$ cat config.mk
export PLATFORM = sky130hd
export DESIGN_NAME = float32_bit_ops_unit_top
export DESIGN_NICKNAME = d
export VERILOG_FILES = /design/src/design/fbo_pkg.sv /design/src/design/float32_bit_ops_unit_top.sv /design/src/design/fbo_f2i.sv /design/src/design/fbo_i2f.sv /design/src/design/fbo_exec.sv
export SDC_FILE = /design/constraint.sdc
export NUM_CORES = 1
export LEC_CHECK = 0
export ABC_AREA = 1
export BUFFER_PORTS_ARGS = -buffer_cell sky130_fd_sc_hd__buf_2
export CORE_MARGIN = 4
export CORE_UTILIZATION = 30
export CTS_BUF_LIST = sky130_fd_sc_hd__clkbuf_4
export DETAILED_ROUTE_END_ITERATION = 10
export PLACE_DENSITY_LB_ADDON = 0.12
export SETUP_SLACK_MARGIN = 0.2
export SYNTH_ARGS = -nofsm -noshare
export SYNTH_HDL_FRONTEND = slang
export SYNTH_SLANG_ARGS = --single-unit
$ cat constraint.sdc
create_clock -name clock -period 14.6 [get_ports clock]
set_clock_uncertainty 0.05 [all_clocks]
set_input_delay 1.46 -clock clock [delete_from_list [all_inputs] [get_ports clock]]
set_output_delay 1.46 -clock clock [all_outputs]
set_load 0.005 [all_outputs]
$ cat src/design/fbo_pkg.sv
`default_nettype none
package fbo_pkg;

   typedef enum logic [2:0] {
      CMD_NEGATE       = 3'd0,
      CMD_ABSOLUTE     = 3'd1,
      CMD_TWICE        = 3'd2,
      CMD_HALF         = 3'd3,
      CMD_FLOAT_TO_INT = 3'd4,
      CMD_INT_TO_FLOAT = 3'd5
   } cmd_type;

   localparam int unsigned CMD_W  = 3;
   localparam int unsigned WORD_W = 32;
   localparam int unsigned EXP_W  = 8;
   localparam int unsigned FRAC_W = 23;

   localparam logic [WORD_W-1:0] SIGN_BIT = 32'h8000_0000;
   localparam logic [WORD_W-1:0] MAG_MASK = 32'h7fff_ffff;
   localparam logic [EXP_W-1:0]  EXP_MAX  = 8'hff;
   localparam logic [EXP_W-1:0]  EXP_BIAS = 8'h7f;
   // exponent at or above which a float no longer fits a signed 32-bit integer
   localparam logic [EXP_W-1:0]  F2I_OVF_EXP = 8'd158;

   function automatic logic is_nan(input logic [WORD_W-1:0] f);
      return (f[30:23] == EXP_MAX) && (f[22:0] != '0);
   endfunction

endpackage
`default_nettype wire

$ cat src/design/float32_bit_ops_unit_top.sv
// A transfer accepted by the block is registered in the input register, and its result is
//   loaded into the result register (rsp_valid high after it) once that register is free.
// Throughput: one transfer per cycle while req_stall is low; the input and result registers
//   each hold one item, so req_stall rises only when both are full and rsp_stall is high.
// Reset (synchronous, active high) clears both valid flags; payload registers are not reset.
`default_nettype none
module float32_bit_ops_unit_top (
   input  wire logic                        clock,
   input  wire logic                        reset,
   input  wire logic                        req_valid,
   output logic                             req_stall,
   input  wire logic [fbo_pkg::CMD_W-1:0]   req_cmd,
   input  wire logic [fbo_pkg::WORD_W-1:0]  req_operand,
   output logic                             rsp_valid,
   input  wire logic                        rsp_stall,
   output logic      [fbo_pkg::WORD_W-1:0]  rsp_result
);
   import fbo_pkg::*;

   // input register stage
   logic              s1_valid_ff;
   logic              s1_valid_in;
   logic [CMD_W-1:0]  s1_cmd_ff;
   logic [WORD_W-1:0] s1_operand_ff;

   // result register stage
   logic              rsp_valid_ff;
   logic              rsp_valid_in;
   logic [WORD_W-1:0] rsp_result_ff;
   logic [WORD_W-1:0] rsp_result_in;

   logic req_take;   // input transfer this cycle
   logic out_move;   // result register can take a new value
   logic s1_load;    // input register can take a new value

   // Result register frees up when empty or when its transfer completes.
   assign out_move  = !rsp_valid_ff || !rsp_stall;
   // Input register frees up when empty or when its item moves to the result register.
   assign s1_load   = !s1_valid_ff || out_move;
   assign req_stall = !s1_load;
   assign req_take  = req_valid && s1_load;

   assign s1_valid_in  = s1_load ? req_valid : s1_valid_ff;
   assign rsp_valid_in = out_move ? s1_valid_ff : rsp_valid_ff;

   // all the arithmetic sits between the two registers
   fbo_exec u_exec (
      .cmd     (s1_cmd_ff),
      .operand (s1_operand_ff),
      .result  (rsp_result_in)
   );

   always_ff @(posedge clock) begin
      if (reset) begin
         s1_valid_ff  <= 1'b0;
         rsp_valid_ff <= 1'b0;
      end else begin
         s1_valid_ff  <= s1_valid_in;
         rsp_valid_ff <= rsp_valid_in;
      end
   end

   always_ff @(posedge clock) begin
      if (req_take) begin
         s1_cmd_ff     <= req_cmd;
         s1_operand_ff <= req_operand;
      end
      if (out_move && s1_valid_ff) begin
         rsp_result_ff <= rsp_result_in;
      end
   end

   assign rsp_valid  = rsp_valid_ff;
   assign rsp_result = rsp_result_ff;

   // backpressure only when the input stage actually holds an item
   a_stall_needs_item: assert property (@(posedge clock) disable iff (reset)
      req_stall |-> (s1_valid_ff && rsp_valid_ff))
      else $error("req_stall with a free input stage");

   // an accepted transfer lands in the input stage
   a_take_lands: assert property (@(posedge clock) disable iff (reset)
      (req_valid && !req_stall) |=> s1_valid_ff)
      else $error("accepted transfer lost");

   // an item leaving the input stage shows up as a result
   a_item_moves: assert property (@(posedge clock) disable iff (reset)
      (s1_valid_ff && out_move) |=> rsp_valid_ff)
      else $error("item dropped between stages");

   // a blocked input stage keeps its item
   a_s1_holds: assert property (@(posedge clock) disable iff (reset)
      (s1_valid_ff && !out_move) |=> (s1_valid_ff && $stable(s1_operand_ff)
                                      && $stable(s1_cmd_ff)))
      else $error("input stage changed while blocked");

endmodule
`default_nettype wire

$ cat src/design/fbo_f2i.sv
`default_nettype none
module fbo_f2i (
   input  wire logic [fbo_pkg::WORD_W-1:0] operand,
   output logic      [fbo_pkg::WORD_W-1:0] result
);
   import fbo_pkg::*;

   logic [EXP_W-1:0]  exp_f;
   logic [EXP_W-1:0]  exp_off;
   logic [4:0]        sh;
   logic [54:0]       wide;
   logic [WORD_W-1:0] mag;

   always_comb begin
      exp_f   = operand[30:23];
      exp_off = exp_f - EXP_BIAS;
      sh      = exp_off[4:0];
      wide    = {31'd0, 1'b1, operand[22:0]} << sh;
      mag     = wide[54:23];
      if (is_nan(operand) || (exp_f < EXP_BIAS)) begin
         result = '0;
      end else if (exp_f >= F2I_OVF_EXP) begin
         result = SIGN_BIT;
      end else if (operand[31]) begin
         result = '0 - mag;
      end else begin
         result = mag;
      end
   end

endmodule
`default_nettype wire

$ cat src/design/fbo_i2f.sv
`default_nettype none
module fbo_i2f (
   input  wire logic [fbo_pkg::WORD_W-1:0] operand,
   output logic      [fbo_pkg::WORD_W-1:0] result
);
   import fbo_pkg::*;

   logic              sgn;
   logic [WORD_W-1:0] mag;
   logic [4:0]        msb;
   logic [WORD_W-1:0] norm;
   logic [23:0]       keep;
   logic              guard;
   logic              sticky;
   logic              round_up;
   logic [24:0]       rounded;
   logic [EXP_W-1:0]  exp_r;

   always_comb begin
      sgn = operand[31];
      mag = sgn ? ('0 - operand) : operand;
      msb = '0;
      for (int i = 0; i < WORD_W; i++) begin
         if (mag[i]) begin
            msb = 5'(i);
         end
      end
      // leading one to bit 31; bits below the kept 24 feed rounding
      norm     = mag << (5'd31 - msb);
      keep     = norm[31:8];
      guard    = norm[7];
      sticky   = |norm[6:0];
      round_up = guard && (sticky || keep[0]);
      rounded  = {1'b0, keep} + {24'd0, round_up};
      exp_r    = {3'd0, msb} + EXP_BIAS + {7'd0, rounded[24]};
      if (mag == '0) begin
         result = '0;
      end else if (rounded[24]) begin
         result = {sgn, exp_r, rounded[23:1]};
      end else begin
         result = {sgn, exp_r, rounded[22:0]};
      end
   end

endmodule
`default_nettype wire

$ cat src/design/fbo_exec.sv
`default_nettype none
module fbo_exec (
   input  wire logic [fbo_pkg::CMD_W-1:0]  cmd,
   input  wire logic [fbo_pkg::WORD_W-1:0] operand,
   output logic      [fbo_pkg::WORD_W-1:0] result
);
   import fbo_pkg::*;

   logic [WORD_W-1:0] f2i_result;
   logic [WORD_W-1:0] i2f_result;
   logic [WORD_W-1:0] twice_r;
   logic [WORD_W-1:0] half_r;
   logic [EXP_W-1:0]  exp_f;
   logic              nan;
   logic              half_up;
   logic [30:0]       half_mag;

   fbo_f2i u_f2i (
      .operand (operand),
      .result  (f2i_result)
   );

   fbo_i2f u_i2f (
      .operand (operand),
      .result  (i2f_result)
   );

   always_comb begin
      exp_f = operand[30:23];
      nan   = is_nan(operand);

      // twice: subnormal shifts into the exponent, top finite exponent overflows
      if (exp_f == EXP_MAX) begin
         twice_r = operand;
      end else if (exp_f == '0) begin
         twice_r = {operand[31], 7'd0, operand[22:0], 1'b0};
      end else if (exp_f == EXP_MAX - 8'd1) begin
         twice_r = {operand[31], EXP_MAX, 23'd0};
      end else begin
         twice_r = {operand[31], exp_f + 8'd1, operand[22:0]};
      end

      // half: near zero the magnitude shifts right with round to nearest even
      half_up  = (operand[1:0] == 2'b11);
      half_mag = {1'b0, operand[30:1]} + {30'd0, half_up};
      if (exp_f == EXP_MAX) begin
         half_r = operand;
      end else if (exp_f <= 8'd1) begin
         half_r = {operand[31], half_mag};
      end else begin
         half_r = {operand[31], exp_f - 8'd1, operand[22:0]};
      end

      unique case (cmd_type'(cmd))
         CMD_NEGATE:       result = nan ? operand : (operand ^ SIGN_BIT);
         CMD_ABSOLUTE:     result = nan ? operand : (operand & MAG_MASK);
         CMD_TWICE:        result = nan ? operand : twice_r;
         CMD_HALF:         result = nan ? operand : half_r;
         CMD_FLOAT_TO_INT: result = f2i_result;
         CMD_INT_TO_FLOAT: result = i2f_result;
         default:          result = '0;
      endcase
   end

endmodule
`default_nettype wire

# Word level (Yosys, flattened, before mapping)
# Cells that the tools add are included.
word_totals:
  regBits: 69
  input_bits: 39
  output_inout_bits: 34
  word_cells: 93
op_classes:
  add_sub_neg: 10
  magnitude_cmp: 3
  eq_ne: 8
  shift: 2
  mux: 47
  bitwise: 1
  n_reduce_logical: 17
ops:
  columns: ["operator", "n"]
  rows:
  - ["$mux 32", 7]
  - ["$mux 31", 7]
  - ["$pmux 32 s6", 1]
  - ["$mux 5", 30]
  - ["$sub 1x32->32 const A", 2]
  - ["$shl 24x5->55", 1]
  - ["$logic_not 32->1", 1]
  - ["$shl 32x5->32", 1]
  - ["$add 30x1->31", 1]
  - ["$add 24x1->25", 1]
  - ["$mux 23", 1]
  - ["$reduce_bool 23->1", 1]
  - ["$eq 8x8->1 const B", 2]
  - ["$add 5x7->8 const B", 1]
  - ["$add 8x1->8", 1]
  - ["$add 8x1->8 const B", 1]
  - ["$ge 8x8->1 const B", 1]
  - ["$le 8x1->1 const B", 1]
  - ["$logic_not 8->1", 1]
  - ["$lt 8x7->1 const B", 1]
  - ["$sub 8x1->8 const B", 1]
  - ["$reduce_or 7->1", 1]
  - ["$eq 3x2->1 const B", 2]
  - ["$eq 3x3->1 const B", 2]
  - ["10 further kinds", 19]

# Depth between registers and ports, before layout
# Gate-level depths: netlist of run 1.
logic_depth:
  word_depth: 42
  depth_mapped: 57
  depth_no_buf: 56

# Cells and area by module
# A second synthesis of run 1 with hierarchy kept.
hier_totals:
  cells_unflattened: 2015
  area_unflattened_um2: 11742.5
by_module_without_submodules:
  columns: ["mod", "instances", "cells_per_inst", "area_per_inst_um2", "seq_area_each_um2"]
  rows:
  - ["fbo_i2f", 1, 908, 4396.7, 0.0]
  - ["fbo_f2i", 1, 599, 2959.1, 0.0]
  - ["fbo_exec", 1, 429, 2283.4, 0.0]
  - ["float32_bit_ops_unit_top", 1, 79, 2103.3, 2052.0]

# Worst setup path after synthesis of run 1
# Ideal clock, no wire load.
synth_path:
  kind: "register to register"
  startpoint: "reg s1_operand_ff[0]"
  endpoint: "reg rsp_result_ff[25], in the netlist rsp_result[25], data pin"
  setup_time_ns: 0.269
  arrival_ns: 5.122
  required_ns: 14.281
  path_slack_ns: 9.159
  stages_incl_launch_ff: 32
  n_path_buf: 1
  synth_period_minus_slack_ns: 5.441
  path_cell_list: "edfxtp_1 -> inv_2 -> ha_1 -> nand4_4 -> nor3_2 -> nand4_1 -> nor2_1 -> nand4_1 -> o21ai_1 -> o21ai_0 -> xor2_1 -> nor2_2 -> nand2_1 -> clkinv_1 -> nand2_2 -> buf_1 -> nand3_1 -> nand2_1 -> nand3_1 -> nor2_1 -> ha_1 -> nand4_4 -> nor2_8 -> nand3_2 -> nor2_2 -> nand2_2 -> ha_1 -> ha_1 -> xnor2_1 -> o21ai_0 -> a221oi_1 -> o21ai_0"
synth_between:
  elab_chain_len: 42
  elab_cells_between_ends: 58
  cone_classes: "7 x add/sub; 1 x eq/ne; 2 x shift; 41 x mux; 7 x reduce/logical"
synth_lines:
  columns: ["element", "line", "source"]
  rows:
  - ["start: declaration", "float32_bit_ops_unit_top.sv:24", "logic [WORD_W-1:0] s1_operand_ff;"]
  - ["start signal: assignment", "float32_bit_ops_unit_top.sv:66", "s1_operand_ff <= req_operand;"]
  - ["$sub 1x32->32", "fbo_i2f.sv:21", "mag = sgn ? ('0 - operand) : operand;"]
  - ["$mux 32", "fbo_i2f.sv:21", null]
  - ["$mux 1", "fbo_i2f.sv:24", "if (mag[i]) begin"]
  - ["$mux 5 (30 in a row)", "fbo_i2f.sv:24", null]
  - ["$sub 5x5->5", "fbo_i2f.sv:29", "norm = mag << (5'd31 - msb);"]
  - ["$shl 32x5->32", "fbo_i2f.sv:29", null]
  - ["$reduce_or 7->1", "fbo_i2f.sv:32", "sticky = |norm[6:0];"]
  - ["$logic_or 1x1->1", "fbo_i2f.sv:33", "round_up = guard && (sticky || keep[0]);"]
  - ["$logic_and 1x1->1", "fbo_i2f.sv:33", null]
  - ["$add 24x1->25", "fbo_i2f.sv:34", "rounded = {1'b0, keep} + {24'd0, round_up};"]
  - ["$add 8x1->8", "fbo_i2f.sv:35", "exp_r = {3'd0, msb} + EXP_BIAS + {7'd0, rounded[24]};"]
  - ["$mux 32", "fbo_i2f.sv:36", "if (mag == '0) begin"]
  - ["$pmux 32 s6 (*)", "fbo_exec.sv:54", "unique case (cmd_type'(cmd))"]
  - ["named net rsp_result_in[25]", "float32_bit_ops_unit_top.sv:30", "logic [WORD_W-1:0] rsp_result_in;"]
  - ["end signal: assignment", "float32_bit_ops_unit_top.sv:69", "rsp_result_ff <= rsp_result_in;"]
  - ["end: declaration", "float32_bit_ops_unit_top.sv:29", "logic [WORD_W-1:0] rsp_result_ff;"]
# Mark *: on every way through the listed nets, which the timed path passes. The rest lies on a longest branch.
# A chain may end at the register's enable or synchronous reset.

# Final worst setup path of run 1
# Same ends and word-level chain as after synthesis.

==> impl_metrics.ini, run 1 <==
[timing]
slew_headroom_pct = 39.61
setup_violations = 0
fin_crit_sh_pct = 54.20
fmax_mhz = 126.4
tns_ns = 0
rsz0062_at_grt = no
report.final.slew_viol_count = 0
period_needed_ns = 7.913
hold_viol = 0
worst_pin_slew_ns = 0.9048
setup_ws_ns = 6.687

[logic_synthesis]
synth_nets = 1728
synthSimpleGateAreaFrac_pct = 43.63
synth-async-reset-ratio_pct = 0
synthCells = 1675
synth_mux_area_share_pct = 1.499
synthAdderAreaFrac_pct = 1.749
synth_compound_area_share_pct = 17.30
synth-seq-area-share_pct = 20.48
ys_ff_latch = 69
synth_edf_count = 67
ys_types = 64
synth_top_family_by_area = simple AND/OR/NAND/NOR gates
yosys_warnings = 0
syn_area_per_cell_um2 = 5.980
synth_area_um2 = 10020
synth_xor_xnor_area_share_pct = 4.509
ys.flop_type = edfxtp_1

[cells_and_area]
drive_gt1_share_pct = 11.23
layout_common_cells = 471 x nand2_1, 227 x nand3_1, 163 x inv_1
fin_area_um2 = 10850
syn2layout_area_growth_pct = 8.282
fin_cells = 2144
final_common_cell = nand2_1
nets = 1749

[routing]
viasPerCell = 5.418
wl_per_cell_um = 19.70
drc = 0
drt_iter0_markers = 1218
drt_pass1_iterations = 6
vias = 11620
routed_wl_um = 42240
antenna_left = 0

[grt]
grt_pass1_vias = 10730
grt_usage_pct = 22.88
grt_antenna_before_repair = 1
grt_overflow = 0
grt_pass1_wl_um = 64270
grt_max_degree = 60

[die]
die_h_um = 190.7
fp.dieW_um = 190.7
rows = 66
die_area_um2 = 36380
coreArea_um2 = 32700
io_pins = 73
initial_core_util_pct = 30.63

[critical_path]
slowest_stage = a21oi_4
worstPathRequired_ns = 14.80
cp-end-kind = register
worstPathMaxFanout = 33
r2r_setup_slack_ns = 6.69
max_stage_delay_ns = 0.72
crit_family = simple AND/OR/NAND/NOR gates
r2r_cells = 33
cp-start-kind = register
timing.rr.end = rsp_result[25]
worst_r2r_startpoint = s1_operand_ff[0]
path_buf_inv = 4
cp_num_cells = 33
cp.arrival_ns = 8.11
criticalPathCategory = reg -> reg

[placement]
dp_cells = 2127
dpl.hpwl_um = 34000
placed_area_um2 = 10690
place.gp.congestion = 0.9319
placement.setup.worst_slack_ns = 6.779
port_buffers = 72

[hold_path]
hold_depth = 2
worstHoldStart = s1_valid_ff
hold_path_class = reg -> reg
whs_endpoint = rsp_valid

[cts]
numCtsBuffers = 9
clk_path_buf_depth = 2
htreeDepth = 3
clock_latency_ns = 0.50
holdBufCountCts = 0
cts_tree = yes
postCtsSetupRepairBufs = 0
path_clk_slew_ns = 0.14
post_cts_resized = 0
clockRootBuffer = clkbuf_4
clock_sinks = 69

[power]
vdd_drop_max_v = 0.00005284
power.density_nw_per_um2 = 79.81
total_power_w = 0.0008657
p_leak_nw = 4.840

[run_status]
status = finished, final reports clean

[job]
maxCapViolCount = 0
==> flip-flops by register name, indices dropped and copies added (netlist names) <==
signal,flops
s1_operand_ff,32
rsp_result,32
rsp_valid,1
s1_cmd_ff,3
s1_valid_ff,1
==> power by group <==
part           switching, W  internal [W]  total (W)
clock             0.0000877     0.0000545   0.000142
sequential        0.0000150      0.000233   0.000248
combinational      0.000343      0.000132   0.000475
total              0.000446      0.000420   0.000866
==> cell families after synthesis <==
kind of cell,count (synthesis)
XOR/XNOR,49
AND/OR/NAND/NOR,969
multiplexers,15
flip-flops,69
AO/OA/AOI/OAI,292
buffers and inverters,267
adder cells (fa/ha/maj),14
==> through the flow <==
step                      hold WS (ns)  utilization, %
after detailed placement        0.4722           32.70
final                           0.4839           33.17
after global routing            0.5221           33.17
after CTS                       0.4902           33.16
after global placement          0.4644           32.70
after floorplan                 0.4000               -
==> tightest hold or removal path, cell delays in order (launching register included) <==
cell and delay [ns]:
dfxtp_1 0.32, inv_1 0.11, a21oi_1 0.08
==> synthesized netlist by cell type, types with 5 or more instances <==
| library cell | count | area share (%) |
|---|---|---|
| mux2i_1 | 15 | 1.5 |
| nand4_1 | 21 | 1.3 |
| nand3_2 | 5 | 0.50 |
| buf_6 | 5 | 0.56 |
| or2_2 | 7 | 0.44 |
| inv_1 | 163 | 6.1 |
| nand2_1 | 471 | 18 |
| o32ai_1 | 7 | 0.61 |
| o21ai_0 | 138 | 6.9 |
| clkbuf_1 | 31 | 1.2 |
| a21oi_1 | 42 | 2.1 |
| o221ai_1 | 7 | 0.61 |
| buf_2 | 24 | 1.2 |
| ha_1 | 14 | 1.7 |
| o211ai_1 | 12 | 0.90 |
| nor4_1 | 5 | 0.31 |
| o22ai_1 | 11 | 0.69 |
| nor3_1 | 32 | 1.6 |
| xnor2_1 | 7 | 0.61 |
| nor2_1 | 147 | 5.5 |
| nor2_2 | 15 | 0.94 |
| xor2_1 | 39 | 3.4 |
| nand3_1 | 227 | 11 |
| a311oi_1 | 6 | 0.52 |
| o21ai_1 | 22 | 1.1 |
| inv_2 | 19 | 0.71 |
| a211oi_1 | 7 | 0.52 |
| edfxtp_1 | 67 | 20 |
| clkinv_1 | 7 | 0.26 |
| nand2_2 | 14 | 0.87 |
| buf_1 | 14 | 0.52 |
| a31oi_1 | 9 | 0.56 |
==> layer usage <==
layer	global-route usage [%]	vias up	wire length (µm)
met2	35.28	440	18740
met5	0	-	0
met4	8.591	0	1502
li1	-	5685	-
met1	32.56	5425	19580
met3	3.039	67	2414
==> layout make-up <==
class,count,area (µm²)
antenna,1,2.502
clock buffer,9,67.56
inverter,189,709.4
tap,442,553.0
sequential,69,2052
multi-input combinational,1339,6899
fill,3765,21850
timing repair buffer,88,480.5
clock inverter,7,82.58
==> how the worst max path moves through the flow <==
stage	startpoint	endpoint	slack, ns
3_3_place_gp	s1_operand_ff[0]	rsp_result[25]	6.90
3_5_place_dp	s1_operand_ff[0]	rsp_result[25]	6.78
4_1_cts	s1_operand_ff[0]	rsp_result[25]	6.72
2_1_floorplan	s1_operand_ff[0]	rsp_result[25]	9.16
5_1_grt	s1_operand_ff[0]	rsp_result[25]	6.04
6_report	s1_operand_ff[0]	rsp_result[25]	6.69
No activity file was read; power rests on OpenSTA's default activity.
==> run 2: changes to the inputs <==
clock period = 7.1 ns   (was 14.6 ns; I/O delays follow)
==> run 2 against run 1 <==
Register-to-register slack got worse by 6.0 ns. Sequential share of layout area decreased by 0.48 points. Global-route usage increased by 0.51 points. Total power increased by 110%. First-iteration DRC count decreased by 7.0%. Flip-flop and latch count unchanged. Via count increased by 0.81%. Critical path depth decreased by 2. Cell count increased by 1.4%. Critical path type unchanged.
==> impl_metrics.ini, run 2 (synthesized netlist as in run 1, its figures left out) <==
[run_status]
status = finished, final reports clean

[cts]
htreeDepth = 3
clock_latency_ns = 0.53
cts_tree = yes
clk_path_buf_depth = 2
numCtsBuffers = 9
path_clk_slew_ns = 0.16
clockRootBuffer = clkbuf_4
clock_sinks = 69

[critical_path]
max_stage_delay_ns = 0.52
timing.rr.end = rsp_result[25]
slowest_stage = edfxtp_1
worstPathRequired_ns = 7.34
r2r_setup_slack_ns = 0.72
worstPathMaxFanout = 20
worst_r2r_startpoint = s1_operand_ff[1]
setup.worst_path.end = rsp_result[25]
cp-end-kind = register
cp-start-kind = register
r2r_cells = 31
cp.arrival_ns = 6.62
criticalPathCategory = reg -> reg
startpoint = s1_operand_ff[1]

[routing]
routed_wl_um = 42950
drc = 0
viasPerCell = 5.389
vias = 11710
drt_iter0_markers = 1133
antenna_left = 0
wl_per_cell_um = 19.76
drt_pass1_iterations = 5

[timing]
setup_violations = 0
hold_viol = 0
rsz0062_at_grt = yes
fin_hold_ws_ns = 0.2884
tns_ns = 0
period_needed_ns = 6.376
fmax_mhz = 156.8
fin_crit_sh_pct = 89.80
worst_pin_slew_ns = 1.146
report.final.slew_viol_count = 0
slew_headroom_pct = 23.41

[cells_and_area]
fin_util_pct = 34.03
syn2layout_area_growth_pct = 11.09
nFillCells = 3745
nets = 1777
final_common_cell = nand2_1
drive_gt1_share_pct = 13.13
layout_common_cells = 471 x nand2_1, 227 x nand3_1, 163 x inv_1

[die]
die_area_um2 = 36380
fp.dieW_um = 190.7
coreArea_um2 = 32700
initial_core_util_pct = 30.63
io_pins = 73
die_h_um = 190.7
rows = 66

[placement]
dpl.hpwl_um = 34850
place.gp.congestion = 0.9211
port_buffers = 72

[grt]
grt_pass1_wl_um = 66270
grt_antenna_before_repair = 1
grt_usage_pct = 23.39
grt_pass1_vias = 11150
grt_overflow = 0
grt_max_degree = 54

[power]
power.switching_w = 0.0009326
p_leak_nw = 4.987
power.share.sequential_pct = 28.1
comb_power_share_pct = 55.2
p_int_w = 0.0008836
total_power_w = 0.001816
p_sw_share_pct = 51.35
clockPowerShare_pct = 16.7
power.density_nw_per_um2 = 163.2
vdd_drop_max_v = 0.00008538

[hold_path]
hold_path_class = in -> reg

[job]
maxCapViolCount = 0
## run 2: worst min path at each step
stage                    start                 to  slack (ns)  cells after the start
5_1_grt        req_operand[25]  s1_operand_ff[25]        0.29                      1
3_3_place_gp         rsp_valid          rsp_valid        0.46                      2
3_5_place_dp         rsp_valid          rsp_valid        0.47                      2
2_1_floorplan      s1_valid_ff          rsp_valid        0.40                      2
6_report       req_operand[25]  s1_operand_ff[25]        0.29                      1
4_1_cts        req_operand[25]  s1_operand_ff[25]        0.27                      1
## run 2: final cells by class
class / count / area, µm² / area share [%]
multi-input combinational: 1339 / 6949 / 62.45
clock inverter: 7 / 82.58 / 0.7421
timing repair buffer: 116 / 706.9 / 6.353
inverter: 189 / 711.9 / 6.398
tap: 442 / 553.0 / 4.970
clock buffer: 9 / 67.56 / 0.6071
antenna: 2 / 5.005 / 0.04497
sequential: 69 / 2052 / 18.44
## run 2: timing repair
item | CTS | global route
endpoints found under the setup margin | 0 | 8
hold buffers | 0 | 0
resized for setup | 0 | 12
setup buffers | 0 | 7
## run 2: stage by stage
| step | setup WS [ns] | area, µm² | cells |
|---|---|---|---|
| global route | 0.1556 | 11130 | 2172 |
| global placement | 0.6658 | 10850 | 2148 |
| CTS | 0.4324 | 11000 | 2164 |
| finish | 0.7241 | 11130 | 2173 |
| floorplan | 1.659 | 10020 | 1675 |
| detailed placement | 0.4527 | 10850 | 2148 |
## run 2: power by group through the flow
stage	Combinational (W)	Clock [W]	Sequential, W
4_1_cts	0.000982	0.000312	0.000511
5_1_grt	0.00112	0.000329	0.000513
3_5_place_dp	0.000978	0	0.000521
6_report	0.00100	0.000303	0.000510
2_1_floorplan	0.000689	0	0.000505
3_3_place_gp	0.000987	0	0.000521
## run 2: per-layer routing
metal,up-vias,GRT usage (%),share of wire (%)
met2,415,37.43,45
met1,5480,33.27,47
li1,5754,-,-
met3,62,2.417,5.2
met5,-,0,0
met4,0,7.127,3.0
## run 2: critical path, delay by kind of cell (launching register included)
kind | cells | cell delay (ns)
AOI/OAI and AO/OA | 5 | 0.89
xor gates and xnor gates | 2 | 0.47
and+or+nand+nor | 17 | 2.71
adders and majority gates | 4 | 0.94
buffers and inverters | 3 | 0.53
DFF | 1 | 0.52
